### src/design/qr_mask_and_penalty_score_defines.svh
// Assertion helpers shared by the scoring block.
`ifndef QR_MASK_AND_PENALTY_SCORE_DEFINES_SVH
`define QR_MASK_AND_PENALTY_SCORE_DEFINES_SVH

// Same-cycle implication, checked on every clock outside reset.
`define QRMP_ASSERT_NOW(lbl, ante, cons, msg) \
	lbl: assert property (@(posedge clk) disable iff (!arst_n) (ante) |-> (cons)) else $error(msg);

// Next-cycle implication.
`define QRMP_ASSERT_NEXT(lbl, ante, cons, msg) \
	lbl: assert property (@(posedge clk) disable iff (!arst_n) (ante) |=> (cons)) else $error(msg);

`endif

### src/design/qrmp_pkg.sv
`default_nettype none
package qrmp_pkg;
	localparam int MAX_SIDE_DEF = 177;
	localparam int MIN_SIDE = 21;
	localparam int PEN_W = 22;
	localparam logic [PEN_W-1:0] PEN_MAX = 22'h3FFFFF;
	localparam int WIN_W = 15;
	localparam int RUN_W = 8;
	localparam int POS_W = 8;
	localparam int INC_W = 9;
	localparam logic [6:0] FINDER_PAT = 7'h5D;
	localparam logic [RUN_W-1:0] RUN_MAX = 8'd255;
	localparam logic [RUN_W-1:0] RUN_PEN_START = 8'd5;
	localparam int RULE1_FIRST = 3;
	localparam int RULE2_PEN = 3;
	localparam int RULE3_PEN = 40;
	localparam int RULE4_STEP = 10;

	localparam logic CFG_GRID_SIZE = 1'b0;
	localparam logic CFG_MASK_PATTERN = 1'b1;

	typedef struct packed {
		logic [RUN_W-1:0] run;
		logic [WIN_W-1:0] hist;
	} col_ent_t;

	typedef struct packed {
		logic capture;
		logic exec;
		logic div_sq;
		logic div_num;
		logic div_step;
		logic div_fin;
	} qrmp_cmd_t;

	typedef struct packed {
		logic last;
		logic div_ge;
		logic out_blocked;
	} qrmp_stat_t;

	function automatic logic finder_like(input logic [WIN_W-1:0] w);
		logic hit;
		hit = (w[10:4] == FINDER_PAT) && ((w[14:11] == 4'd0) || (w[3:0] == 4'd0));
		return hit;
	endfunction

	// Count patterns ending at the newest module, plus the four padded
	// start positions at a line end.
	function automatic logic [2:0] finder_hits(input logic [WIN_W-1:0] w,
			input logic line_end);
		logic [2:0] cnt;
		logic [WIN_W-1:0] sh;
		cnt = {2'b0, finder_like(w)};
		for (int k = 1; k <= 4; k++) begin
			sh = w << k;
			if (line_end && finder_like(sh))
				cnt = cnt + 3'd1;
		end
		return cnt;
	endfunction

	function automatic logic [PEN_W-1:0] sat_add(input logic [PEN_W-1:0] acc,
			input logic [INC_W-1:0] inc);
		logic [PEN_W:0] s;
		s = {1'b0, acc} + {{(PEN_W+1-INC_W){1'b0}}, inc};
		return (s > {1'b0, PEN_MAX}) ? PEN_MAX : s[PEN_W-1:0];
	endfunction

	// (a*b) mod 3 for residues a, b
	function automatic logic [1:0] mul_mod3(input logic [1:0] a, input logic [1:0] b);
		logic [1:0] p;
		if (a == 2'd0 || b == 2'd0)
			p = 2'd0;
		else if (a == b)
			p = 2'd1;
		else
			p = 2'd2;
		return p;
	endfunction

	function automatic logic [1:0] inc_mod3(input logic [1:0] a);
		return (a == 2'd2) ? 2'd0 : a + 2'd1;
	endfunction
endpackage
`default_nettype wire

### src/design/qrmp_ctrl.sv
`default_nettype none
module qrmp_ctrl (
	input  wire logic                clk,
	input  wire logic                arst_n,
	input  wire logic                in_valid,
	output logic                     in_ready,
	input  wire qrmp_pkg::qrmp_stat_t st,
	output qrmp_pkg::qrmp_cmd_t      cmd
);
	import qrmp_pkg::*;

	typedef enum logic [2:0] {
		S_IDLE,
		S_EXEC,
		S_SQ,
		S_NUM,
		S_DIV,
		S_FIN
	} state_t;

	state_t state_q;

	assign in_ready = (state_q == S_IDLE);

	always_comb begin
		cmd = '0;
		case (state_q)
			S_IDLE: cmd.capture = in_valid;
			S_EXEC: cmd.exec = !st.out_blocked;
			S_SQ: cmd.div_sq = 1'b1;
			S_NUM: cmd.div_num = 1'b1;
			S_DIV: cmd.div_step = st.div_ge;
			S_FIN: cmd.div_fin = !st.out_blocked;
			default: cmd = '0;
		endcase
	end

	always_ff @(posedge clk or negedge arst_n) begin
		if (!arst_n) begin
			state_q <= S_IDLE;
		end else begin
			case (state_q)
				S_IDLE: if (in_valid) state_q <= S_EXEC;
				S_EXEC: if (!st.out_blocked) state_q <= st.last ? S_SQ : S_IDLE;
				S_SQ: state_q <= S_NUM;
				S_NUM: state_q <= S_DIV;
				S_DIV: if (!st.div_ge) state_q <= S_FIN;
				S_FIN: if (!st.out_blocked) state_q <= S_IDLE;
				default: state_q <= S_IDLE;
			endcase
		end
	end

	`include "qr_mask_and_penalty_score_defines.svh"

	`QRMP_ASSERT_NEXT(a_capture_exec, cmd.capture, state_q == S_EXEC, "capture not followed by exec")
	`QRMP_ASSERT_NEXT(a_div_ends, (state_q == S_DIV) && !st.div_ge, state_q == S_FIN, "divide did not finish")
	`QRMP_ASSERT_NOW(a_one_cmd, 1'b1, $onehot0(cmd), "more than one command at once")
endmodule
`default_nettype wire

### src/design/qrmp_dp.sv
`default_nettype none
module qrmp_dp #(
	parameter int MAX_SIDE = qrmp_pkg::MAX_SIDE_DEF
) (
	input  wire logic                 clk,
	input  wire logic                 arst_n,
	input  wire logic                 cfg_we,
	input  wire logic                 cfg_index,
	input  wire logic [7:0]           cfg_wdata,
	input  wire logic                 module_color,
	input  wire logic                 is_data,
	input  wire qrmp_pkg::qrmp_cmd_t  cmd,
	output qrmp_pkg::qrmp_stat_t      st,
	input  wire logic                 out_ready,
	output logic                      out_valid,
	output logic                      masked_color,
	output logic [qrmp_pkg::PEN_W-1:0] penalty_total,
	output logic                      grid_done
);
	import qrmp_pkg::*;

	localparam int AW = $clog2(MAX_SIDE);

	logic [7:0] size_q;
	logic [2:0] mask_q;

	col_ent_t mem [MAX_SIDE];
	col_ent_t rd_q;

	logic color_q, data_q, masked_q;
	logic [POS_W-1:0] row_q, col_q;
	logic [1:0] rm3_q, cm3_q;
	logic cd3p_q;
	logic [WIN_W-1:0] row_win_q;
	logic [RUN_W-1:0] row_run_q;
	logic upleft_q;
	logic [PEN_W-1:0] pen_q;
	logic [WIN_W-1:0] dark_q;
	logic [WIN_W-1:0] nsq_q;
	logic [19:0] num_q;
	logic [3:0] quo_q;
	logic out_valid_q, out_color_q, out_done_q;
	logic [PEN_W-1:0] out_pen_q;

	logic [POS_W-1:0] n, n_m1;
	logic [1:0] p3;
	logic hit, m, left_b, up_b;
	logic row_end, col_end, last;
	logic [INC_W-1:0] inc;
	logic [RUN_W-1:0] row_run_d, col_run_d;
	logic [1:0] row_run_pen, col_run_pen;
	logic [WIN_W-1:0] row_win_d, col_hist_d;
	logic [2:0] row_f, col_f;
	logic [15:0] twice, total, diff;
	logic [15:0] sq;
	logic cfg_hit, clr, load_ok;

	assign n = (size_q < 8'(MIN_SIDE)) ? 8'(MIN_SIDE) :
		(size_q > 8'(MAX_SIDE)) ? 8'(MAX_SIDE) : size_q;
	assign n_m1 = n - 8'd1;
	assign row_end = (col_q == n_m1);
	assign col_end = (row_q == n_m1);
	assign last = row_end && col_end;

	assign p3 = mul_mod3(rm3_q, cm3_q);
	always_comb begin
		case (mask_q)
			3'd0: hit = !(row_q[0] ^ col_q[0]);
			3'd1: hit = !row_q[0];
			3'd2: hit = (cm3_q == 2'd0);
			3'd3: hit = (rm3_q == 2'd0 && cm3_q == 2'd0) ||
				(rm3_q == 2'd1 && cm3_q == 2'd2) || (rm3_q == 2'd2 && cm3_q == 2'd1);
			3'd4: hit = !(row_q[1] ^ cd3p_q);
			3'd5: hit = !(row_q[0] && col_q[0]) && (p3 == 2'd0);
			3'd6: hit = !((row_q[0] && col_q[0]) ^ (p3 == 2'd1));
			3'd7: hit = !((row_q[0] ^ col_q[0]) ^ (p3 == 2'd1));
			default: hit = 1'b0;
		endcase
	end

	assign m = color_q ^ (data_q && hit);
	assign left_b = row_win_q[0];
	assign up_b = rd_q.hist[0];

	always_comb begin
		row_run_pen = 2'd0;
		row_run_d = 8'd1;
		if (col_q != 8'd0 && left_b == m) begin
			row_run_d = (row_run_q < RUN_MAX) ? row_run_q + 8'd1 : row_run_q;
			row_run_pen = (row_run_d == RUN_PEN_START) ? 2'(RULE1_FIRST) :
				(row_run_d > RUN_PEN_START) ? 2'd1 : 2'd0;
		end
		col_run_pen = 2'd0;
		col_run_d = 8'd1;
		if (row_q != 8'd0 && up_b == m) begin
			col_run_d = (rd_q.run < RUN_MAX) ? rd_q.run + 8'd1 : rd_q.run;
			col_run_pen = (col_run_d == RUN_PEN_START) ? 2'(RULE1_FIRST) :
				(col_run_d > RUN_PEN_START) ? 2'd1 : 2'd0;
		end
	end

	assign row_win_d = (col_q == 8'd0) ? {{(WIN_W-1){1'b0}}, m} : {row_win_q[WIN_W-2:0], m};
	assign col_hist_d = (row_q == 8'd0) ? {{(WIN_W-1){1'b0}}, m} : {rd_q.hist[WIN_W-2:0], m};
	assign row_f = finder_hits(row_win_d, row_end);
	assign col_f = finder_hits(col_hist_d, col_end);

	always_comb begin
		inc = 9'(row_run_pen) + 9'(col_run_pen) + 9'((row_f + col_f) * RULE3_PEN);
		if (row_q != 8'd0 && col_q != 8'd0 && left_b == m && up_b == m && upleft_q == m)
			inc = inc + 9'(RULE2_PEN);
	end

	assign twice = {dark_q, 1'b0};
	assign total = {1'b0, nsq_q};
	assign diff = (twice > total) ? twice - total : total - twice;
	assign sq = n * n;

	assign cfg_hit = cfg_we && (cfg_index == CFG_GRID_SIZE || cfg_index == CFG_MASK_PATTERN);
	assign clr = cfg_hit || cmd.div_fin;
	assign load_ok = !out_valid_q || out_ready;

	assign st.last = last;
	assign st.div_ge = (num_q >= {5'd0, nsq_q});
	assign st.out_blocked = !load_ok;

	always_ff @(posedge clk or negedge arst_n) begin
		if (!arst_n) begin
			size_q <= 8'(MIN_SIDE);
			mask_q <= 3'd0;
		end else if (cfg_we) begin
			case (cfg_index)
				CFG_GRID_SIZE: size_q <= cfg_wdata;
				CFG_MASK_PATTERN: mask_q <= cfg_wdata[2:0];
				default: size_q <= size_q;
			endcase
		end
	end

	always_ff @(posedge clk) begin
		if (cmd.capture) begin
			color_q <= module_color;
			data_q <= is_data;
			rd_q <= mem[col_q[AW-1:0]];
		end
		if (cmd.exec) begin
			mem[col_q[AW-1:0]] <= '{run: col_run_d, hist: col_hist_d};
			masked_q <= m;
			upleft_q <= up_b;
		end
		if (cmd.div_sq)
			nsq_q <= sq[WIN_W-1:0];
	end

	always_ff @(posedge clk or negedge arst_n) begin
		if (!arst_n) begin
			row_q <= '0;
			col_q <= '0;
			rm3_q <= '0;
			cm3_q <= '0;
			cd3p_q <= 1'b0;
			row_win_q <= '0;
			row_run_q <= '0;
			pen_q <= '0;
			dark_q <= '0;
			num_q <= '0;
			quo_q <= '0;
		end else if (clr) begin
			row_q <= '0;
			col_q <= '0;
			rm3_q <= '0;
			cm3_q <= '0;
			cd3p_q <= 1'b0;
			row_win_q <= '0;
			row_run_q <= '0;
			pen_q <= '0;
			dark_q <= '0;
		end else begin
			if (cmd.exec) begin
				row_win_q <= row_win_d;
				row_run_q <= row_run_d;
				pen_q <= sat_add(pen_q, inc);
				if (m)
					dark_q <= dark_q + 15'd1;
				if (!last) begin
					if (row_end) begin
						col_q <= '0;
						cm3_q <= '0;
						cd3p_q <= 1'b0;
						row_q <= row_q + 8'd1;
						rm3_q <= inc_mod3(rm3_q);
					end else begin
						col_q <= col_q + 8'd1;
						cm3_q <= inc_mod3(cm3_q);
						if (cm3_q == 2'd2)
							cd3p_q <= !cd3p_q;
					end
				end
			end
			if (cmd.div_num) begin
				num_q <= {1'b0, diff, 3'b0} + {3'b0, diff, 1'b0};
				quo_q <= '0;
			end
			if (cmd.div_step) begin
				num_q <= num_q - {5'd0, nsq_q};
				quo_q <= quo_q + 4'd1;
			end
		end
	end

	always_ff @(posedge clk or negedge arst_n) begin
		if (!arst_n) begin
			out_valid_q <= 1'b0;
		end else if (load_ok) begin
			out_valid_q <= (cmd.exec && !last) || cmd.div_fin;
		end
	end

	always_ff @(posedge clk) begin
		if (cmd.exec && !last && load_ok) begin
			out_color_q <= m;
			out_pen_q <= '0;
			out_done_q <= 1'b0;
		end else if (cmd.div_fin) begin
			out_color_q <= masked_q;
			out_pen_q <= sat_add(pen_q, 9'(quo_q * RULE4_STEP));
			out_done_q <= 1'b1;
		end
	end

	assign out_valid = out_valid_q;
	assign masked_color = out_color_q;
	assign penalty_total = out_pen_q;
	assign grid_done = out_done_q;

	`include "qr_mask_and_penalty_score_defines.svh"

	`QRMP_ASSERT_NOW(a_pos_range, 1'b1, (row_q < n) && (col_q < n), "position outside grid")
	`QRMP_ASSERT_NOW(a_quo_range, 1'b1, quo_q <= 4'd10, "balance quotient above ten")
	`QRMP_ASSERT_NEXT(a_fin_clears, cmd.div_fin, (row_q == 8'd0) && (col_q == 8'd0) && (pen_q == '0), "grid state not cleared")
endmodule
`default_nettype wire

### src/design/qr_mask_and_penalty_score.sv
// Channel   Direction  Signals                                   Handshake
// input     in         module_color, is_data                     in_valid / in_ready
// output    out        masked_color, penalty_total, grid_done    out_valid / out_ready
// config    in         cfg_index, cfg_wdata                      cfg_we, no wait
//
// Each module is captured, reading its column's history and run length from
// the column memory, then scored and written back. The last module of a grid
// also runs the dark-balance rule: square, numerator, up to 10 divide steps,
// final compare and load. Reset is asynchronous and needs no clearing pass: a
// column entry is always written in row 0 before it is used. A full output
// register holds the control in its scoring or final load state until the
// item is taken.
`default_nettype none
module qr_mask_and_penalty_score #(
	parameter int MAX_SIDE = qrmp_pkg::MAX_SIDE_DEF
) (
	input  wire logic                  clk,
	input  wire logic                  arst_n,
	input  wire logic                  cfg_we,
	input  wire logic                  cfg_index,
	input  wire logic [7:0]            cfg_wdata,
	input  wire logic                  in_valid,
	output logic                       in_ready,
	input  wire logic                  module_color,
	input  wire logic                  is_data,
	output logic                       out_valid,
	input  wire logic                  out_ready,
	output logic                       masked_color,
	output logic [qrmp_pkg::PEN_W-1:0] penalty_total,
	output logic                       grid_done
);
	import qrmp_pkg::*;

	// command and status between sequencer and datapath
	qrmp_cmd_t cmd;
	qrmp_stat_t st;

	// sequencer: capture, score, then the balance divide at grid end
	qrmp_ctrl u_ctrl (
		.clk(clk),
		.arst_n(arst_n),
		.in_valid(in_valid),
		.in_ready(in_ready),
		.st(st),
		.cmd(cmd)
	);

	// datapath: mask, row window, column memory, penalty sum, output register
	qrmp_dp #(
		.MAX_SIDE(MAX_SIDE)
	) u_dp (
		.clk(clk),
		.arst_n(arst_n),
		.cfg_we(cfg_we),
		.cfg_index(cfg_index),
		.cfg_wdata(cfg_wdata),
		.module_color(module_color),
		.is_data(is_data),
		.cmd(cmd),
		.st(st),
		.out_ready(out_ready),
		.out_valid(out_valid),
		.masked_color(masked_color),
		.penalty_total(penalty_total),
		.grid_done(grid_done)
	);
endmodule
`default_nettype wire

### config.mk
export PLATFORM = sky130hd
export DESIGN_NAME = qr_mask_and_penalty_score
export DESIGN_NICKNAME = d
export VERILOG_FILES = /design/src/design/qrmp_pkg.sv /design/src/design/qrmp_ctrl.sv /design/src/design/qrmp_dp.sv /design/src/design/qr_mask_and_penalty_score.sv
export VERILOG_INCLUDE_DIRS = /design/src /design/src/design
export SDC_FILE = /design/constraint.sdc
export NUM_CORES = 2
export LEC_CHECK = 0
export ABC_AREA = 0
export BUFFER_PORTS_ARGS = -buffer_cell sky130_fd_sc_hd__clkbuf_2
export CORE_ASPECT_RATIO = 1.2
export CORE_MARGIN = 10
export CORE_UTILIZATION = 31
export DETAILED_ROUTE_END_ITERATION = 12
export PLACE_DENSITY_LB_ADDON = 0.1
export RECOVER_POWER = 100
export SYNTH_ARGS = -nofsm -noshare
export SYNTH_HDL_FRONTEND = slang
export SYNTH_SLANG_ARGS = --single-unit
### constraint.sdc
create_clock -name clk -period 32.2 [get_ports clk]
set_input_delay 3.22 -clock clk [delete_from_list [all_inputs] [get_ports clk]]
set_output_delay 3.22 -clock clk [all_outputs]
set_load 0.02 [all_outputs]
-- Word-level counts from Yosys, hierarchy flattened
Memories as Yosys holds them, arrays and structs flattened. A register that Yosys moved wholly into a read port is not among the register bits.
Cells that the tools add are included.
- flip-flop bits (word level): 162
- latch bits: 0
- bits in writable memories: 4071
- ROM bits: 0
- input port bits: 16
- memories kept: 1
- add/sub/neg operators: 27
- multipliers: 3
- div/mod/pow operators: 0
- $lt $le $gt $ge: 10
- equality and inequality tests: 40
- shift-type cells: 0
- mux-type cells: 81
- bitwise logic cells: 7
- reduce and logical (&&, ||, !) cells: 93
- memories (name ; depth ; bits a word ; read ports ; clocked after memory_dff ; wr ports ; RTL line ; text):
    u_dp.mem ; 177 ; 23 ; 1 ; 1 ; 1 ; qrmp_dp.sv:27 ; col_ent_t mem [MAX_SIDE];
- operators by type and width (cell ; number):
    two-way mux 8 bit ; 16
    two-way mux 22 bit ; 4
    two-way mux 15 bit ; 5
    == test 7 bit, second input constant ; 10
    zero test 4 bit ; 16
    > comparator 23 x 22 -> 1 bit, second input constant ; 2
    two-way mux 20 bit ; 2
    two-way mux 3 bit ; 12
    two-way mux 2 bit ; 17
    adder 8 x 1 -> 8 bit, second input constant ; 4
    multiplier 32 x 3 -> 6 bit, second input constant ; 1
    logical AND 1 bit ; 31
    two-way mux 14 bit ; 2
    adder 22 x 8 -> 23 bit ; 1
    adder 22 x 9 -> 23 bit ; 1
    adder 19 x 17 -> 20 bit ; 1
    greater-or-equal comparator 20 x 15 -> 1 bit ; 1
    subtractor 20 x 15 -> 20 bit ; 1
    adder 3 x 1 -> 3 bit, second input constant ; 6
    == test 3 bit, second input constant ; 6
    one-hot mux 3 bit (6 select lines) ; 1
    two-way mux 1 bit ; 17
    == test 8 x 3 -> 1 bit, second input constant ; 2
    == test 8 bit ; 2
    43 further kinds ; 100

-- Depth between registers and ports, before layout
- depth after elaboration: 31
- mapped depth: 42
- gate-level depth less buffers: 40

-- Cells and area by module
A second synthesis with hierarchy kept.
- cell total of the unflattened synthesis: 7582
- area, all modules: 163475.5 um2
- by module, submodules not included (module ; instances ; cells each ; area an instance (um2) ; sequential area each (um2)):
    qrmp_dp ; 1 ; 7557 ; 163237.8 ; 121530.3
    qrmp_ctrl ; 1 ; 25 ; 237.7 ; 75.1

-- Least setup slack after synthesis
No wires, ideal clock.
- path kind: register to register
- from: reg u_dp.rm3_q[1]
- to: mem u_dp.mem[0][22] (netlist bit), data pin
- library setup time: 1.597 ns
- arrival: 10.600 ns
- data required time: 30.603 ns
- slack: 20.004 ns
- cell stages (with the launch flop): 13
- buffers on the path: 2
- cells stage by stage: dfrtp_1 > buf_2 > and4bb_2 > a31oi_1 > xnor2_1 > o221ai_1 > o211ai_1 > nor2_4 > inv_2 > xnor2_1 > and2_1 > clkbuf_1 > nor3b_1
- word-level cells in the longest chain between the ends: 12
- elaborated cells on any way between the ends: 25
- RTL lines (item ; RTL line ; text):
    start, declared ; qrmp_dp.sv:32 ; logic [1:0] rm3_q, cm3_q;
    start signal, assigned ; qrmp_dp.sv:190 ; rm3_q <= inc_mod3(rm3_q);
    == test 2 bit / zero test 2 bit (equally long branches) ; qrmp_pkg.sv:75, qrmp_pkg.sv:73, qrmp_dp.sv:71 ;
    two-way mux 2 bit / logical OR 1 bit (equally long branches) ; qrmp_pkg.sv:75, qrmp_pkg.sv:73 ;
    two-way mux 2 bit ; qrmp_pkg.sv:73 ; if (a == 2'd0 || b == 2'd0)
    == test 2 x 1 -> 1 bit ; qrmp_dp.sv:75, qrmp_dp.sv:76 ;
    XOR 1 bit, on equally long branches ; qrmp_dp.sv:76, qrmp_dp.sv:75 ;
    zero test 1 bit, on equally long branches ; qrmp_dp.sv:76, qrmp_dp.sv:75 ;
    one-hot mux 1 bit (8 select lines) * ; qrmp_dp.sv:67 ; case (mask_q)
    logical AND 1 bit * ; qrmp_dp.sv:81 ; assign m = color_q ^ (data_q && hit);
    XOR 1 bit * ; qrmp_dp.sv:81 ;
    == test 1 bit * ; qrmp_dp.sv:95 ; if (row_q != 8'd0 && up_b == m) begin
    logical AND 1 bit * ; qrmp_dp.sv:95 ;
    two-way mux 8 bit * ; qrmp_dp.sv:95 ;
    via u_dp.col_run_d[7] ; qrmp_dp.sv:50 ; logic [RUN_W-1:0] row_run_d, col_run_d;
    end, declared ; qrmp_dp.sv:27 ;
Mark *: on every way through the listed nets, which the timed path passes. The rest lies on a longest branch.

-- Worst setup path in the final report
- from: reg u_dp.col_q[0]
- to: mem u_dp.mem[96][22] (netlist bit), data pin
- word-level cells in the longest chain between the ends: 9
- elaborated cells on any way between the ends: 15
- RTL lines (item ; RTL line ; text):
    start, declared ; qrmp_dp.sv:31 ; logic [POS_W-1:0] row_q, col_q;
    start signal, assigned ; qrmp_dp.sv:192 ; col_q <= col_q + 8'd1;
    XOR 1 bit / logical AND 1 bit (equally long branches) ; - ;
    XOR 1 bit, or another cell as far along ; qrmp_dp.sv:76 ; 3'd7: hit = !((row_q[0] ^ col_q[0]) ^ (p3 == 2'd1));
    zero test 1 bit, or another cell as far along ; qrmp_dp.sv:76 ;
    one-hot mux 1 bit (8 select lines) * ; qrmp_dp.sv:67 ;
    logical AND 1 bit * ; qrmp_dp.sv:81 ;
    XOR 1 bit * ; qrmp_dp.sv:81 ;
    == test 1 bit * ; qrmp_dp.sv:95 ;
    logical AND 1 bit * ; qrmp_dp.sv:95 ;
    two-way mux 8 bit * ; qrmp_dp.sv:95 ;
    via u_dp.col_run_d[7] ; qrmp_dp.sv:50 ;
Marks and branches as above.

==> out/qor_table.md <==
| Result | Value |
|:---|:---|
| Initial core utilization | 0.311 |
| CTS tree | yes |
| Net count after synthesis | 7795 |
| Count of nets left with antenna violations after detail routing | 0 |
| Maximum clock rate | 0.0586 GHz |
| Slowest stage cell on the critical path | clkbuf_1 |
| Boundary pin count | 42 |
| Post-synthesis instance area | 164000 sq um |
| Worst hold-check path type | reg -> reg |
| Number of buffer cells added on primary ports | 41 |
| Worst endpoint data arrival time | 16.60 ns |
| Leading post-synthesis cells by cell area | edfxtp_1 72%, mux4_2 17%, dfrtp_1 1.8% |
| Number of DRC violations after detailed-routing iteration 0 | 7265 |
| Number of antenna violations at the first check in global routing | 41 |
| Switching power share of the total | 0.267 |
| Die width | 683 um |
| Worst IR drop on VDD | 51.5 uV |
| Required time at the endpoint of the critical path | 31.74 ns |
| Critical-path cell list | ha_1 -> inv_1 -> o41ai_1 -> nor2_1 -> a32o_1 -> nor2_1 -> clkinvlp_2 -> xnor2_1 -> and2_0 -> nor3b_1 -> clkbuf_1 |
| Library cell with the highest instance count after synthesis | edfxtp_1 |
| Sequential-to-total area share from yosys stat | 0.743 |
| Net total in the final layout | 8113 |
| Share of total power in sequential cells | 0.474 |
| Logic pwr share | 0.166 |
| Detail-routed net length per standard cell | 32.4 um |
| Commonest register cell after synthesis | edfxtp_1 |
| Maximum number of pins on one net before global-route repair | 178 |
| Placed cell areas | 175000 sq um |
| Synth-to-layout area growth | 14.0% |
| Accumulated negative setup slack | 0 ns |
| Number of vias per cell | 5.15 |
| Post-Place Cells | 14500 |
| Vertical die dimension | 816 um |
| Max-cap violations | 251 |
| Number of synthesized flops with an enable pin | 3935 |
| Headroom to the max-slew limit | -5.51 |
| Crit path buffers/inverters | 3 |
| Overall power after layout | 13.5 mW |
| Switching pwr | 3.60 mW |
| Hold Fails Final Rpt | 0 |
| Total number of clock tree sinks | 4077 |
| Violated checks | max-capacitance violations, max-slew violations |
| Element type at the critical path end | register |
| RD Place Congestion | 0.769 |
| Longest Clk Path Bufs | 4 |
| Largest area contributor in the netlist | edfxtp_1 |
| Total congestion overflow | 0 |
| Delay of the slowest cell on the worst path | 5.86 ns |
| Fin crit period | 17.06 ns |
| Cell area after layout | 186000 sq um |
| Lkg Pwr | 56.6 nW |
| Maximum fanout encountered on the critical timing path | 177 |
| Count of mapped cells out of synthesis | 7608 |
| CTS clock-pin slew for the worst setup and hold paths | 0.07 ns |
| Minimum setup slack after placement | 22.27 ns |
| Depth of the CTS H-tree | 5 |
| FP Rows | 292 |
| Worst-skew pair later-pin latency | 1.05 ns |
| Number of hold buffers added after CTS | 0 |
| Total setup violations reported at the end of the flow | 0 |
| Proportion of netlist area held by the largest area contributor | 0.722 |
| Startpoint class of the critical path | register |
| Result of the run | finished with violations |
| Count of TritonRoute iterations in the first routing pass | 5 |
| Yosys warnings | 0 |
| DP Wirelength | 280000 um |
| Post-route fraction of the period consumed by the critical path | 0.530 |
| Syn_area_per_cell | 21.5 sq um |
| Floorplan die area | 557000 sq um |
| Clk network pwr share | 0.359 |
| First-pass GRT wire length | 690000 um |
| Slew Limit Fails | 8482 |
| Power per Cell Area | 72.3 nW/um^2 |
| Quantity of gates resized following cts | 0 |
| Slew @ Worst Pin | 9.77 ns |
| Post-route setup slack | 15.14 ns |
| Non-Filler Instances | 15400 |
| Post-CTS repair timing setup buffer count | 0 |
| Total length of routed wires | 498000 um |
| Most frequent cells after synthesis | 3935 x edfxtp_1, 1241 x mux4_2, 334 x nor2_1 |
| Setup slack of the worst register-to-register path | 15.14 ns |
| Post-route DRC | 0 |
| GR Util All Layers | 0.175 |
| Most Frequent Cell on Critical Path | nor2_1 |
| Fraction of synthesis flops using an asynchronous set or reset pin | 0.0292 |
| Clock tree root buffer cell | clkbuf_16 |
| Dominant delay contributor by cell family on the critical path | buffers and inverters |
| Number of global-route vias before repair | 83700 |
| Cell-internal power | 9.88 mW |
| Layout cells sized above 1 | 0.250 |
| Clock Skews | 0.0939 ns |
| Type of the worst setup path | reg -> reg |
| Synthesis-stage register bit count | 4077 |
| Area of the core | 526000 sq um |
| RSZ-0062 raised after global routing | false |
| Number of buffers created by CTS | 434 |
| Unique cell type count in the Yosys netlist | 107 |
| Via count | 79000 |
==> cell type report <==
type	count	area (sq um)
Antenna cell	13	32.5
Clock buffer	543	11400
Clock inverter	251	2140
Fill cell	48700	340000
Inverter	131	495
Multi-Input combinational cell	2991	40400
Sequential cell	4077	122000
Tap cell	7056	8830
Timing Repair Buffer	291	1560
==> cell families (layout without fill, tap and decap cells) <==
family / Yosys count / in the layout / share of synthesized area
compound gates: 520 / 520 / 0.0211
other cells: 0 / 13 / 0
flops: 4077 / 4077 / 0.743
xor+xnor: 130 / 130 / 0.00730
buf+inv: 540 / 1216 / 0.0132
fa+ha+maj: 171 / 171 / 0.0145
mux: 1287 / 1287 / 0.174
simple gates: 883 / 883 / 0.0264
==> cell usage in the layout (no fill, tap or decap), drive strengths merged, types with 47 or more instances in the layout <==
| master | count |
|---|---|
| a21o | 47 |
| a21oi | 130 |
| buf | 85 |
| clkbuf | 749 |
| clkinv | 207 |
| dfrtp | 116 |
| edfxtp | 3935 |
| ha | 139 |
| inv | 137 |
| mux4 | 1241 |
| nand2 | 164 |
| nand3 | 83 |
| nor2 | 335 |
| nor2b | 51 |
| o21ai | 119 |
| xnor2 | 86 |
==> worst paths after layout <==
path | end | cells past startpoint | start
setup / recovery | u_dp.mem[96][22] | 11 | u_dp.col_q[0]
setup reg to reg | u_dp.mem[96][22] | 11 | u_dp.col_q[0]
hold reg to reg | u_dp.penalty_total[18] | 2 | u_dp.penalty_total[18]
max in group asynchronous | u_dp.col_q[4] | 2 | arst_n
min in group asynchronous | u_dp.num_q[15] | 1 | arst_n
hold / removal | u_dp.penalty_total[18] | 2 | u_dp.penalty_total[18]
==> power by group through the flow <==
stage / registers, mW / clock network (mW) / logic (mW)
detailed placement: 6.41 / 0 / 2.32
CTS: 6.29 / 4.97 / 2.33
floorplan: 6.43 / 0 / 1.43
global placement: 6.40 / 0 / 2.29
finish: 6.40 / 4.84 / 2.24
global route: 6.41 / 5.17 / 2.43
==> flip-flops by register name (all words and copies together), names as in the netlist, 2 cells and up <==
| name | count |
|---|---|
| u_dp.rd_q | 22 |
| u_dp.rm3_q | 2 |
| u_dp.row_q | 8 |
| u_dp.mem | 3894 |
| u_dp.col_q | 8 |
| u_dp.row_win_q | 14 |
| u_ctrl.state_q | 3 |
| u_dp.size_q | 8 |
| u_dp.dark_q | 15 |
| u_dp.row_run_q | 8 |
| u_dp.pen_q | 22 |
| u_dp.quo_q | 4 |
| u_dp.nsq_q | 14 |
| u_dp.penalty_total | 22 |
| u_dp.mask_q | 3 |
| u_dp.cm3_q | 2 |
| u_dp.num_q | 20 |
==> through the flow <==
step,hold slack (ns),utilization
after global placement,0.473,0.332
final,0.474,0.354
after floorplan,0.424,-
after CTS,0.481,0.357
after detailed placement,0.473,0.332
after global routing,0.498,0.354
==> routing by layer <==
metal,global-route usage,part of all wire,up-vias
li1,-,-,32500
met3,0.0242,0.049,622
met5,0,0.000054,-
met2,0.302,0.50,1990
met1,0.232,0.42,43800
met4,0.0441,0.029,4
==> worst min-delay path: cells and delay by family, from the launching register on <==
kind	cells	cell delay, ns
AO/OA/AOI/OAI	1	0.05
AND/OR/NAND/NOR	1	0.06
flip-flops	1	0.32
Note: power is estimated with default switching activity, not from simulation.
